## src/rtl/core/gbns_pkg.sv

```systemverilog
// ----------------------------------------------------------------------------
// gbns_pkg: shared types and constants
// Sizes, codes and control structs for the go-back-n sender window core.
// ----------------------------------------------------------------------------
package gbns_pkg;

  localparam int SEQ_SPACE  = 8;
  localparam int SEQ_W      = $clog2(SEQ_SPACE);
  localparam int WINDOW     = 7;
  localparam int FIFO_DEPTH = 64;
  localparam int PTR_W      = $clog2(FIFO_DEPTH);
  localparam int CNT_W      = PTR_W + 1;
  localparam int TAG_W      = 32;
  localparam int LIMIT_W    = 7;
  localparam int ADDR_W     = 3;
  localparam int DATA_W     = 32;

  localparam logic [LIMIT_W-1:0] LIMIT_RESET = LIMIT_W'(50);
  localparam logic [SEQ_W-1:0]   WIN_EFF     = SEQ_W'(WINDOW);
  localparam logic [CNT_W-1:0]   FIFO_CAP    = CNT_W'(FIFO_DEPTH);

  // register word index (byte address / 4)
  localparam logic REG_PENDING_LIMIT = 1'b0;

  typedef enum logic [1:0] {
    ACT_MSG     = 2'd0,
    ACT_ACK     = 2'd1,
    ACT_TIMEOUT = 2'd2,
    ACT_NONE    = 2'd3
  } action_t;

  typedef enum logic [1:0] {
    KIND_NEW    = 2'd0,
    KIND_RESEND = 2'd1,
    KIND_DROP   = 2'd2
  } kind_t;

  typedef enum logic [2:0] {
    ST_IDLE,
    ST_EVAL,
    ST_RD,
    ST_EMIT,
    ST_DROP
  } state_t;

  // pending FIFO memory access
  typedef struct packed {
    logic             we;
    logic [PTR_W-1:0] waddr;
    logic [TAG_W-1:0] wdata;
    logic             re;
    logic [PTR_W-1:0] raddr;
  } pend_req_t;

  // in-flight tag memory access
  typedef struct packed {
    logic             we;
    logic [SEQ_W-1:0] waddr;
    logic [TAG_W-1:0] wdata;
    logic             re;
    logic [SEQ_W-1:0] raddr;
  } flight_req_t;

endpackage

```

## src/rtl/core/gbns_ram.sv

```systemverilog
// ----------------------------------------------------------------------------
// gbns_ram: generic single-write, single-read RAM
// One write port, one read port with registered read data.
// ----------------------------------------------------------------------------
module gbns_ram #(
  parameter int DEPTH = 8,
  parameter int WIDTH = 32,
  parameter int AW    = $clog2(DEPTH)
) (
  input  logic             clk,
  input  logic             we,
  input  logic [AW-1:0]    waddr,
  input  logic [WIDTH-1:0] wdata,
  input  logic             re,
  input  logic [AW-1:0]    raddr,
  output logic [WIDTH-1:0] rdata
);

  logic [WIDTH-1:0] mem_r [DEPTH];
  logic [WIDTH-1:0] rdata_r;

  always_ff @(posedge clk) begin
    if (we) begin
      mem_r[waddr] <= wdata;
    end
  end

  always_ff @(posedge clk) begin
    if (re) begin
      rdata_r <= mem_r[raddr];
    end
  end

  assign rdata = rdata_r;

endmodule

```

## src/rtl/core/gbns_ctrl.sv

```systemverilog
// ----------------------------------------------------------------------------
// gbns_ctrl: window sequencer
// Decodes one input beat, then walks the FIFO or window one result a cycle while the output is not stalled.
// ----------------------------------------------------------------------------
module gbns_ctrl (
  input  logic                          clk,
  input  logic                          rst_n,
  input  logic [gbns_pkg::LIMIT_W-1:0]  pending_limit,
  // input channel
  input  logic                          in_valid,
  output logic                          in_stall,
  input  logic [1:0]                    in_action,
  input  logic [gbns_pkg::TAG_W-1:0]    in_message_tag,
  input  logic [gbns_pkg::SEQ_W-1:0]    in_ack_num,
  input  logic                          in_ack_corrupt,
  // memories
  output gbns_pkg::pend_req_t           pend_req,
  input  logic [gbns_pkg::TAG_W-1:0]    pend_rdata,
  output gbns_pkg::flight_req_t         flight_req,
  input  logic [gbns_pkg::TAG_W-1:0]    flight_rdata,
  // result channel
  output logic                          out_valid,
  input  logic                          out_stall,
  output logic [1:0]                    out_kind,
  output logic [gbns_pkg::SEQ_W-1:0]    out_seq_num,
  output logic [gbns_pkg::TAG_W-1:0]    out_out_tag,
  output logic                          out_last
);

  localparam int SW = gbns_pkg::SEQ_W;
  localparam int CW = gbns_pkg::CNT_W;
  localparam int PW = gbns_pkg::PTR_W;

  gbns_pkg::state_t state_r, state_nxt;

  logic [SW-1:0]            base_r, next_r, left_r, ptr_r;
  logic [CW-1:0]            count_r;
  logic [PW-1:0]            head_r, tail_r;
  logic                     send_r;
  gbns_pkg::action_t        act_r;
  logic [gbns_pkg::TAG_W-1:0] tag_r;
  logic [SW-1:0]            ack_r;
  logic                     corrupt_r;

  logic                     out_valid_r, out_last_r;
  logic [1:0]               out_kind_r;
  logic [SW-1:0]            out_seq_r;
  logic [gbns_pkg::TAG_W-1:0] out_tag_r;

  // decode terms
  logic [CW-1:0] limit;
  logic [SW-1:0] in_flight, ack_off, ack_dup, ack_base, ack_flight, flight_after;
  logic          drop, win_open, is_dup, in_win, ack_send;
  logic          accept, slot_free, more;

  assign accept    = in_valid && !in_stall;
  assign slot_free = !out_valid_r || !out_stall;

  always_comb begin
    limit        = (CW'(pending_limit) > gbns_pkg::FIFO_CAP) ? gbns_pkg::FIFO_CAP
                                                             : CW'(pending_limit);
    in_flight    = next_r - base_r;
    drop         = count_r >= limit;
    win_open     = in_flight < gbns_pkg::WIN_EFF;
    ack_dup      = base_r - SW'(1);
    ack_off      = ack_r - base_r;
    ack_base     = ack_r + SW'(1);
    ack_flight   = next_r - ack_base;
    is_dup       = !corrupt_r && (ack_r == ack_dup);
    in_win       = !corrupt_r && !is_dup && (ack_off < in_flight);
    ack_send     = (count_r != '0) && (ack_flight < gbns_pkg::WIN_EFF);
    flight_after = next_r + SW'(1) - base_r;
    // another result follows the current one
    if (send_r) begin
      more = (left_r > SW'(1)) && (count_r > CW'(1)) && (flight_after < gbns_pkg::WIN_EFF);
    end else begin
      more = left_r > SW'(1);
    end
  end

  // next state
  always_comb begin
    state_nxt = state_r;
    case (state_r)
      gbns_pkg::ST_IDLE: begin
        if (accept) state_nxt = gbns_pkg::ST_EVAL;
      end
      gbns_pkg::ST_EVAL: begin
        case (act_r)
          gbns_pkg::ACT_MSG: begin
            if (drop)          state_nxt = gbns_pkg::ST_DROP;
            else if (win_open) state_nxt = gbns_pkg::ST_RD;
            else               state_nxt = gbns_pkg::ST_IDLE;
          end
          gbns_pkg::ACT_ACK: begin
            if (is_dup && in_flight != '0)   state_nxt = gbns_pkg::ST_RD;
            else if (in_win && ack_send)     state_nxt = gbns_pkg::ST_RD;
            else                             state_nxt = gbns_pkg::ST_IDLE;
          end
          gbns_pkg::ACT_TIMEOUT: begin
            if (in_flight != '0) state_nxt = gbns_pkg::ST_RD;
            else                 state_nxt = gbns_pkg::ST_IDLE;
          end
          default: state_nxt = gbns_pkg::ST_IDLE;
        endcase
      end
      gbns_pkg::ST_RD: state_nxt = gbns_pkg::ST_EMIT;
      gbns_pkg::ST_EMIT: begin
        if (slot_free && !more) state_nxt = gbns_pkg::ST_IDLE;
      end
      gbns_pkg::ST_DROP: begin
        if (slot_free) state_nxt = gbns_pkg::ST_IDLE;
      end
      default: state_nxt = gbns_pkg::ST_IDLE;
    endcase
  end

  // memory strobes
  always_comb begin
    in_stall         = (state_r != gbns_pkg::ST_IDLE);
    pend_req         = '0;
    flight_req       = '0;
    pend_req.waddr   = tail_r;
    pend_req.wdata   = tag_r;
    flight_req.waddr = next_r;
    flight_req.wdata = pend_rdata;
    pend_req.raddr   = head_r;
    flight_req.raddr = ptr_r;
    case (state_r)
      gbns_pkg::ST_EVAL: begin
        pend_req.we = (act_r == gbns_pkg::ACT_MSG) && !drop;
      end
      gbns_pkg::ST_RD: begin
        pend_req.re   = send_r;
        flight_req.re = !send_r;
      end
      gbns_pkg::ST_EMIT: begin
        // prefetch the following entry while this one goes out
        pend_req.raddr   = head_r + PW'(1);
        flight_req.raddr = ptr_r + SW'(1);
        pend_req.re      = slot_free && more && send_r;
        flight_req.re    = slot_free && more && !send_r;
        flight_req.we    = slot_free && send_r;
      end
      default: ;
    endcase
  end

  always_ff @(posedge clk) begin
    if (!rst_n) begin
      state_r     <= gbns_pkg::ST_IDLE;
      base_r      <= '0;
      next_r      <= '0;
      count_r     <= '0;
      head_r      <= '0;
      tail_r      <= '0;
      out_valid_r <= 1'b0;
    end else begin
      state_r <= state_nxt;
      // load a beat when the slot frees up, else clear a taken one
      if (((state_r == gbns_pkg::ST_EMIT) || (state_r == gbns_pkg::ST_DROP)) && slot_free) begin
        out_valid_r <= 1'b1;
      end else if (!out_stall) begin
        out_valid_r <= 1'b0;
      end
      case (state_r)
        gbns_pkg::ST_EVAL: begin
          case (act_r)
            gbns_pkg::ACT_MSG: begin
              if (!drop) begin
                tail_r  <= tail_r + PW'(1);
                count_r <= count_r + CW'(1);
              end
            end
            gbns_pkg::ACT_ACK: begin
              if (in_win) base_r <= ack_base;
            end
            default: ;
          endcase
        end
        gbns_pkg::ST_EMIT: begin
          if (slot_free && send_r) begin
            head_r  <= head_r + PW'(1);
            count_r <= count_r - CW'(1);
            next_r  <= next_r + SW'(1);
          end
        end
        default: ;
      endcase
    end
  end

  // payload and loop registers
  always_ff @(posedge clk) begin
    if (accept) begin
      act_r     <= gbns_pkg::action_t'(in_action);
      tag_r     <= in_message_tag;
      ack_r     <= in_ack_num;
      corrupt_r <= in_ack_corrupt;
    end
    case (state_r)
      gbns_pkg::ST_EVAL: begin
        ptr_r <= base_r;
        if (act_r == gbns_pkg::ACT_MSG) begin
          send_r <= 1'b1;
          left_r <= SW'(1);
        end else if ((act_r == gbns_pkg::ACT_ACK) && in_win) begin
          send_r <= 1'b1;
          left_r <= ack_off + SW'(1);
        end else begin
          send_r <= 1'b0;
          left_r <= in_flight;
        end
      end
      gbns_pkg::ST_EMIT: begin
        if (slot_free) begin
          left_r    <= left_r - SW'(1);
          ptr_r     <= ptr_r + SW'(1);
          out_last_r <= !more;
          if (send_r) begin
            out_kind_r <= gbns_pkg::KIND_NEW;
            out_seq_r  <= next_r;
            out_tag_r  <= pend_rdata;
          end else begin
            out_kind_r <= gbns_pkg::KIND_RESEND;
            out_seq_r  <= ptr_r;
            out_tag_r  <= flight_rdata;
          end
        end
      end
      gbns_pkg::ST_DROP: begin
        if (slot_free) begin
          out_kind_r <= gbns_pkg::KIND_DROP;
          out_seq_r  <= '0;
          out_tag_r  <= tag_r;
          out_last_r <= 1'b1;
        end
      end
      default: ;
    endcase
  end

  assign out_valid   = out_valid_r;
  assign out_kind    = out_kind_r;
  assign out_seq_num = out_seq_r;
  assign out_out_tag = out_tag_r;
  assign out_last    = out_last_r;

endmodule

```

## src/rtl/core/go_back_n_sender_window_core.sv

```systemverilog
// ----------------------------------------------------------------------------
// go_back_n_sender_window_core: go-back-n ARQ sender window
// Queues messages, sends them into a 7-packet window over 8 seq numbers, resends on timeout or duplicate ack.
// ----------------------------------------------------------------------------
// Usage:
//  - Input channel (in_valid / in_stall): one beat carries an action (message,
//    ack, timeout) plus its tag, ack number and corrupt flag.
//  - Result channel (out_valid / out_stall): sent, resent or dropped packets,
//    each with seq number and tag; out_last marks the final beat of an input.
//  - APB port holds pending_limit at byte 0 (reset 50, capped at 64).
//  - Order: a drop beat passes EVAL and DROP into the output register, a sent or
//    resent beat EVAL, RD and EMIT; then one beat per cycle while out_stall is low.
//  - An item with no result ends after EVAL, a drop goes through DROP, else RD
//    and EMIT give n sent or resent packets (up to 7); the single pending-FIFO /
//    window-tag read port paces the walk, one entry a cycle while out_stall is
//    low, with the next entry prefetched.
//  - in_stall is high from the accept until the last beat, if any, is loaded into the
//    output register; the next item can enter while that beat waits.
//  - A stalled result holds in the output register and the walk pauses.
//  - Reset clears window pointers, FIFO pointers and count; the memories
//    themselves are not cleared (only written entries are read).
// ----------------------------------------------------------------------------
module go_back_n_sender_window_core (
  input  logic                            clk,
  input  logic                            rst_n,
  // configuration
  input  logic                            psel,
  input  logic                            penable,
  input  logic                            pwrite,
  input  logic [gbns_pkg::ADDR_W-1:0]     paddr,
  input  logic [gbns_pkg::DATA_W-1:0]     pwdata,
  output logic [gbns_pkg::DATA_W-1:0]     prdata,
  output logic                            pready,
  // input channel
  input  logic                            in_valid,
  output logic                            in_stall,
  input  logic [1:0]                      in_action,
  input  logic [gbns_pkg::TAG_W-1:0]      in_message_tag,
  input  logic [gbns_pkg::SEQ_W-1:0]      in_ack_num,
  input  logic                            in_ack_corrupt,
  // result channel
  output logic                            out_valid,
  input  logic                            out_stall,
  output logic [1:0]                      out_kind,
  output logic [gbns_pkg::SEQ_W-1:0]      out_seq_num,
  output logic [gbns_pkg::TAG_W-1:0]      out_out_tag,
  output logic                            out_last
);

  logic [gbns_pkg::LIMIT_W-1:0] limit_r;
  logic                         reg_sel;

  gbns_pkg::pend_req_t          pend_req;
  gbns_pkg::flight_req_t        flight_req;
  logic [gbns_pkg::TAG_W-1:0]   pend_rdata, flight_rdata;

  // word index of the access
  assign reg_sel = (paddr[2] == gbns_pkg::REG_PENDING_LIMIT);
  assign pready  = 1'b1;
  assign prdata  = reg_sel ? gbns_pkg::DATA_W'(limit_r) : '0;

  always_ff @(posedge clk) begin
    if (!rst_n) begin
      limit_r <= gbns_pkg::LIMIT_RESET;
    end else if (psel && penable && pwrite && reg_sel) begin
      limit_r <= pwdata[gbns_pkg::LIMIT_W-1:0];
    end
  end

  // pending message FIFO storage
  gbns_ram #(
    .DEPTH (gbns_pkg::FIFO_DEPTH),
    .WIDTH (gbns_pkg::TAG_W)
  ) u_pend_ram (
    .clk   (clk),
    .we    (pend_req.we),
    .waddr (pend_req.waddr),
    .wdata (pend_req.wdata),
    .re    (pend_req.re),
    .raddr (pend_req.raddr),
    .rdata (pend_rdata)
  );

  // tags of packets in flight, indexed by seq number
  gbns_ram #(
    .DEPTH (gbns_pkg::SEQ_SPACE),
    .WIDTH (gbns_pkg::TAG_W)
  ) u_flight_ram (
    .clk   (clk),
    .we    (flight_req.we),
    .waddr (flight_req.waddr),
    .wdata (flight_req.wdata),
    .re    (flight_req.re),
    .raddr (flight_req.raddr),
    .rdata (flight_rdata)
  );

  gbns_ctrl u_ctrl (
    .clk            (clk),
    .rst_n          (rst_n),
    .pending_limit  (limit_r),
    .in_valid       (in_valid),
    .in_stall       (in_stall),
    .in_action      (in_action),
    .in_message_tag (in_message_tag),
    .in_ack_num     (in_ack_num),
    .in_ack_corrupt (in_ack_corrupt),
    .pend_req       (pend_req),
    .pend_rdata     (pend_rdata),
    .flight_req     (flight_req),
    .flight_rdata   (flight_rdata),
    .out_valid      (out_valid),
    .out_stall      (out_stall),
    .out_kind       (out_kind),
    .out_seq_num    (out_seq_num),
    .out_out_tag    (out_out_tag),
    .out_last       (out_last)
  );

endmodule
```

## config.mk

```make
export PLATFORM = sky130hd
export DESIGN_NAME = go_back_n_sender_window_core
export DESIGN_NICKNAME = d
export VERILOG_FILES = /design/src/rtl/core/gbns_pkg.sv /design/src/rtl/core/gbns_ram.sv /design/src/rtl/core/gbns_ctrl.sv /design/src/rtl/core/go_back_n_sender_window_core.sv
export SDC_FILE = /design/constraint.sdc
export NUM_CORES = 2
export LEC_CHECK = 0
export BUFFER_PORTS_ARGS = -buffer_cell sky130_fd_sc_hd__buf_4
export CAP_MARGIN = 20
export CELL_PAD_IN_SITES_DETAIL_PLACEMENT = 0
export CELL_PAD_IN_SITES_GLOBAL_PLACEMENT = 1
export CORE_ASPECT_RATIO = 0.9
export CORE_MARGIN = 3
export CORE_UTILIZATION = 58
export CTS_CLUSTER_DIAMETER = 30
export DETAILED_ROUTE_END_ITERATION = 10
export GPL_ROUTABILITY_DRIVEN = 1
export HOLD_SLACK_MARGIN = 0.12
export PLACE_DENSITY_LB_ADDON = 0.1
export SYNTH_ARGS = -nofsm -noshare
export SYNTH_HDL_FRONTEND = slang
export SYNTH_SLANG_ARGS = --single-unit
```

## constraint.sdc

```tcl
create_clock -name clk -period 10.99 [get_ports clk]
set_clock_uncertainty 0.1 [all_clocks]
set_input_delay 0 -clock clk [delete_from_list [all_inputs] [get_ports clk]]
set_output_delay 0 -clock clk [all_outputs]
set_load 0.03 [all_outputs]
```

[Word level (Yosys, flattened, before mapping)]
Memories as Yosys holds them, arrays and structs flattened. A register that Yosys moved wholly into a read port is not among the register bits.
Cells that the tools add are included.
Word-level totals
  flip-flop bits (word level): 119
  bits in writable memories: 2304
  bits of input ports: 80
  output and inout port bits: 73
  logic and storage cells: 154
  memories: 2
Memories
  u_pend_ram.mem_r: depth 64, width 32, read ports 1, clocked after memory_dff 1, wr ports 1, line gbns_ram.sv:19  | logic [WIDTH-1:0] mem_r [DEPTH];
  u_flight_ram.mem_r: depth 8, width 32, read ports 1, clocked after memory_dff 1, wr ports 1, line gbns_ram.sv:19
Operators by class
  add/sub/neg operators: 14
  $lt $le $gt $ge: 8
  eq/ne operators: 15
  mux-type cells: 50
  bitwise gates (word level): 2
  reductions and logical operators: 44
Operators with widths (count)
  $mux 32: 3
  $pmux 32 s2: 1
  $mux 3: 12
  $mux 7: 5
  $logic_and 1x1->1: 20
  $pmux 3 s2: 3
  $pmux 3 s5: 1
  $ne 2x1->1 const B: 7
  $pmux 7 s2: 1
  $mux 1: 13
  $add 3x1->3 const B: 4
  $add 6x1->6 const B: 2
  $reduce_and 3->1: 4
  $sub 3x3->3: 4
  $mux 2: 5
  $lt 3x3->1 const B: 3
  $pmux 3 s3: 1
  $logic_not 1->1: 8
  $add 7x1->7 const B: 1
  $ge 7x7->1: 1
  $gt 7x1->1 const B: 1
  $gt 7x7->1 const B: 1
  $reduce_bool 7->1: 1
  $sub 7x1->7 const B: 1
  21 further kinds: 30

[Depth between registers and ports, before layout]
  depth after elaboration: 11
  gate-level depth with buffers: 14
  mapped depth without buffers: 12

[Modules after synthesis]
Synthesis repeated with hierarchy kept, for this count alone.
Second synthesis, totals
  cells, all modules: 4335
  area, all modules: 96054.6 µm²
Modules (own cells, without submodules)
  gbns_ram at u_pend_ram: instances 1, cells an instance 3324, area each 78835.6 µm², sequential area each 62459.9 µm²
  gbns_ram at u_flight_ram: instances 1, cells an instance 415, area each 10786.6 µm², sequential area each 8648.3 µm²
  gbns_ctrl: instances 1, cells an instance 530, area each 5865.6 µm², sequential area each 3072.9 µm²
  go_back_n_sender_window_core: instances 1, cells an instance 66, area each 566.8 µm², sequential area each 140.1 µm²

[Worst setup path before layout]
Ideal clock, no wire load.
  path type: flip-flop to flip-flop
  start: reg u_ctrl.count_r[0]
  end: mem u_pend_ram.mem_r[49][0], enable pin
  library setup time: 0.501 ns
  arrival: 4.919 ns
  required time: 10.389 ns
  path slack: 5.470 ns
  stages on the path, launching flop included: 10
  path buffers: 0
  period minus slack after synthesis: 5.520 ns
  path through: dfxtp_1 -> inv_1 -> ha_1 -> nand2b_1 -> a21o_1 -> a21o_1 -> a21o_1 -> a21oi_1 -> nand2_1 -> nor4_1
On the way
  longest elaborated chain between the ends: 6
Ends and longest elaborated chain
  start, declared: line gbns_ctrl.sv:37  | logic [CW-1:0] count_r;
  start signal, assigned: line gbns_ctrl.sv:172  | count_r <= count_r + CW'(1);
  start signal, assigned: line gbns_ctrl.sv:184  | count_r <= count_r - CW'(1);
  $ge 7x7->1: line gbns_ctrl.sv:63  | drop = count_r >= limit;
  $logic_not 1->1: line gbns_ctrl.sv:131  | pend_req.we = (act_r == gbns_pkg::ACT_MSG) && !drop;
  $logic_and 1x1->1: line gbns_ctrl.sv:131
  $mux 1: line gbns_ctrl.sv:129  | case (state_r)
  $mux 1: line gbns_ram.sv:23  | if (we) begin
  $mux 1 (implied by the code): line gbns_ram.sv:24  | mem_r[waddr] <= wdata;
  end, declared: line gbns_ram.sv:19
Every way passes these cells.

[Worst setup path in the final report]
  start: reg u_ctrl.head_r[1]
  end: reg u_pend_ram.rdata_r[13], in the netlist u_pend_ram.rdata[13] (read register of u_pend_ram.mem_r) (data pin)
On the way
  longest elaborated chain between the ends: 2
Ends and longest elaborated chain
  start, declared: line gbns_ctrl.sv:38  | logic [PW-1:0] head_r, tail_r;
  start signal, assigned: line gbns_ctrl.sv:183  | head_r <= head_r + PW'(1);
  $add 6x1->6: line gbns_ctrl.sv:139  | pend_req.raddr = head_r + PW'(1);
  $mux 6 (*): line gbns_ctrl.sv:129
  end, declared: line gbns_ram.sv:20  | logic [WIDTH-1:0] rdata_r;
Every way passes the cells marked *; elsewhere a longest branch is shown, timed or not.
A chain may end at the register's enable or synchronous reset.

==> metrics <==
status finished clean; cts repair resizes 0; Hold WC Path Type in -> reg; RSZ-0062 raised after global routing no; Synth async-reset ratio 0; GRT overflow 0; DRT met1 WL 102100 µm; CP Data Required Time 11.45 ns; Die Wd 426.2 µm; Tcrit/Tclk final 0.5413; layout net count 5860; hold depth 3; Hold Path Sink u_ctrl.tag_r[10]$_DFFE_PP_; CP arrival 6.41 ns; Layout area overhead 22.01%; Max-Cap Viols 0; R2R cell count 12; placed cells 7283; synthesized area per cell 17.63 µm²; CP max FO 103; TritonCTS Buffers 443; commonest non-fill, non-tap cell in the layout edfxtp_1; reg2reg end u_pend_ram.rdata[13]$_DFFE_PP_; measured slew at the worst slew-check pin 1.262 ns; GRT Total Usage 0.3204; core region area 0.1575 mm²; CP endpoint kind flip-flop; worst reg-to-reg setup slack 5.04 ns; RePlAce Congestion 0.8112; # IOs 153; H-tree depth 5; EDFF count, synth 2451; total die area 0.1637 mm²; register area share after synthesis 0.8066; commonest non-fill, non-tap cells in the layout edfxtp_1, o22ai_1, clkbuf_16; TritonCTS clock tree done; mapped cell area 0.09215 mm²; Met2 Wirelength 122000 µm; hold path start in_message_tag[10]; Synth Register Bits 2487; hold_ws 0.2196 ns; Root Driver clkbuf_16; setup tns final 0 ns; drt drc 0; cell count after synthesis 5226; crit path launch type flip-flop; first-pass GRT wire length 374500 µm; Slew Viols, Final 0; drt initial violations 7090; LEAKAGE 35.98 nW; DIE HEIGHT 384.1 µm; top routing layer in use met5; final hold vios 0; Post-CTS Setup Bufs 0; Top FF cell, synth edfxtp_1; Tot Pwr 24.36 mW; CP Class reg -> reg; worst skew pair latency 0.96 ns; metal3 WL 27460 µm; min Tclk post-route 5.949 ns; Initial Util 0.5852; number of global-route vias before repair 54.23k; Max-slew headroom 0.1508; # rows 138; clk buf depth 4; Routed Antenna Nets 0; Wirelength per Cell 31.92 µm; Detailed Routing Iterations Pass 1 6; Vias/cell 6.637; initial antenna violation count 17; post-synth cell types 66; final cell count without fillers 8222; FMAX 0.1681 GHz; Final HPWL DP 128700 µm; largest net degree at the start of global routing 136; total clock sinks 2487; Routed Wire Length 262500 µm; Peak supply drop 162.7 µV; input/output buffers 99; pwr dens 216.7 mW/mm²; worst r2r src u_ctrl.head_r[1]$_SDFFE_PN0P_; YS warnings 0; layout cells sized above 1 0.2100; via count 54.57k; Final Setup Violations 0; Worst-path clk slew 0.05 ns
[state kept, by name, indices dropped and copies added, names as in the netlist, 6 cells and up]
| signal | flops |
|---|---|
| u_flight_ram.mem_r | 256 |
| limit_r | 7 |
| u_flight_ram.rdata | 32 |
| u_pend_ram.mem_r | 2048 |
| u_ctrl.count_r | 7 |
| u_ctrl.tail_r | 6 |
| u_ctrl.head_r | 6 |
| u_pend_ram.rdata | 32 |
| u_ctrl.out_out_tag | 32 |
| u_ctrl.tag_r | 32 |
[power by group]
part | total [mW] | internal, mW | switching (mW) | leakage (nW)
Combinational | 0.551 | 0.153 | 0.398 | 6.58
Clock | 13.3 | 8.66 | 4.62 | 7.05
Sequential | 10.5 | 10.5 | 0.0232 | 22.3
Total | 24.4 | 19.3 | 5.04 | 36.0
[layout make-up]
| type | count | area (µm²) |
|---|---|---|
| Timing Repair Buffer | 444 | 3747 |
| Antenna cell | 9 | 22.52 |
| Inverter | 27 | 101.3 |
| Clock buffer | 490 | 11420 |
| Clock inverter | 318 | 3317 |
| Tap cell | 2100 | 2628 |
| Fill cell | 9800 | 45050 |
| Sequential cell | 2487 | 74320 |
| Multi-Input combinational cell | 2347 | 16870 |
[worst max-delay path by stage]
| stage | from | end | cells after the start |
|---|---|---|---|
| 2_1_floorplan | u_ctrl.count_r[0]$_SDFFE_PN0P_ | u_pend_ram.mem_r[49][0]$_DFFE_PP_ | 9 |
| 3_3_place_gp | u_ctrl.head_r[1]$_SDFFE_PN0P_ | u_pend_ram.rdata[15]$_DFFE_PP_ | 12 |
| 3_5_place_dp | u_ctrl.head_r[1]$_SDFFE_PN0P_ | u_pend_ram.rdata[15]$_DFFE_PP_ | 12 |
| 4_1_cts | u_ctrl.head_r[1]$_SDFFE_PN0P_ | u_pend_ram.rdata[15]$_DFFE_PP_ | 12 |
| 5_1_grt | u_ctrl.head_r[1]$_SDFFE_PN0P_ | u_pend_ram.rdata[11]$_DFFE_PP_ | 12 |
| 6_report | u_ctrl.head_r[1]$_SDFFE_PN0P_ | u_pend_ram.rdata[13]$_DFFE_PP_ | 12 |
[what timing repair did]
item | CTS | global route
endpoints found under the setup margin | 0 | 0
hold endpoints to repair | 220 | 0
hold buffers | 113 | 0
[metrics by stage]
step                utilization  area, µm²  worst slack (ns)
finish                   0.7139     112400             5.041
global route             0.7138     112400             5.093
CTS                      0.7134     112300             5.213
detailed placement       0.6127      96480             5.235
global placement         0.6124      96440             5.235
floorplan                     -      92240             5.470
[per-layer routing]
layer / GRT usage / vias up
met5: 0 / -
met4: 0.1351 / 6
met3: 0.06912 / 593
met2: 0.4946 / 3167
met1: 0.4481 / 27820
li1: - / 22990
[cell usage after synthesis, types with 12 or more instances]
cell	instances	area, µm²
a21oi_1	24	120.1
buf_1	19	71.32
buf_2	196	980.9
buf_4	36	270.3
clkbuf_1	134	503.0
dfxtp_1	36	720.7
edfxtp_1	2451	73600
ha_1	26	325.3
inv_1	26	97.59
mux2_2	36	405.4
mux2i_1	93	930.9
mux4_2	75	1689
nand2_1	75	281.5
nor2_1	99	371.6
nor2b_1	12	75.07
nor3_1	404	2022
nor4_1	158	988.5
o21ai_0	46	230.2
o22ai_1	1006	6294
o31ai_1	127	953.4
or3_1	12	75.07
xnor2_1	16	140.1
xor2_1	12	105.1
[cells by family after synthesis]
| kind of cell | count (synthesis) | share of synthesized area |
|---|---|---|
| AO/OA/AOI/OAI | 1239 | 0.08561 |
| XOR/XNOR | 29 | 0.002838 |
| adder cells (fa/ha/maj) | 30 | 0.004399 |
| buffers and inverters | 416 | 0.02140 |
| flip-flops | 2487 | 0.8066 |
| multiplexers | 208 | 0.03353 |
| other | 2 | 0.00008150 |
| AND/OR/NAND/NOR | 815 | 0.04558 |
[critical path: stages, from the launching register on]
cell and delay [ns]:
dfxtp_2 0.31, buf_4 0.52, ha_1 0.36, buf_4 0.32
nand2_1 0.17, mux2_8 0.72, buf_12 0.51, buf_4 0.67
o22ai_1 0.18, nor3_1 0.32, nor4_2 0.10, buf_4 0.20
nor4_1 0.96
Power figures use the tool's default switching activity.
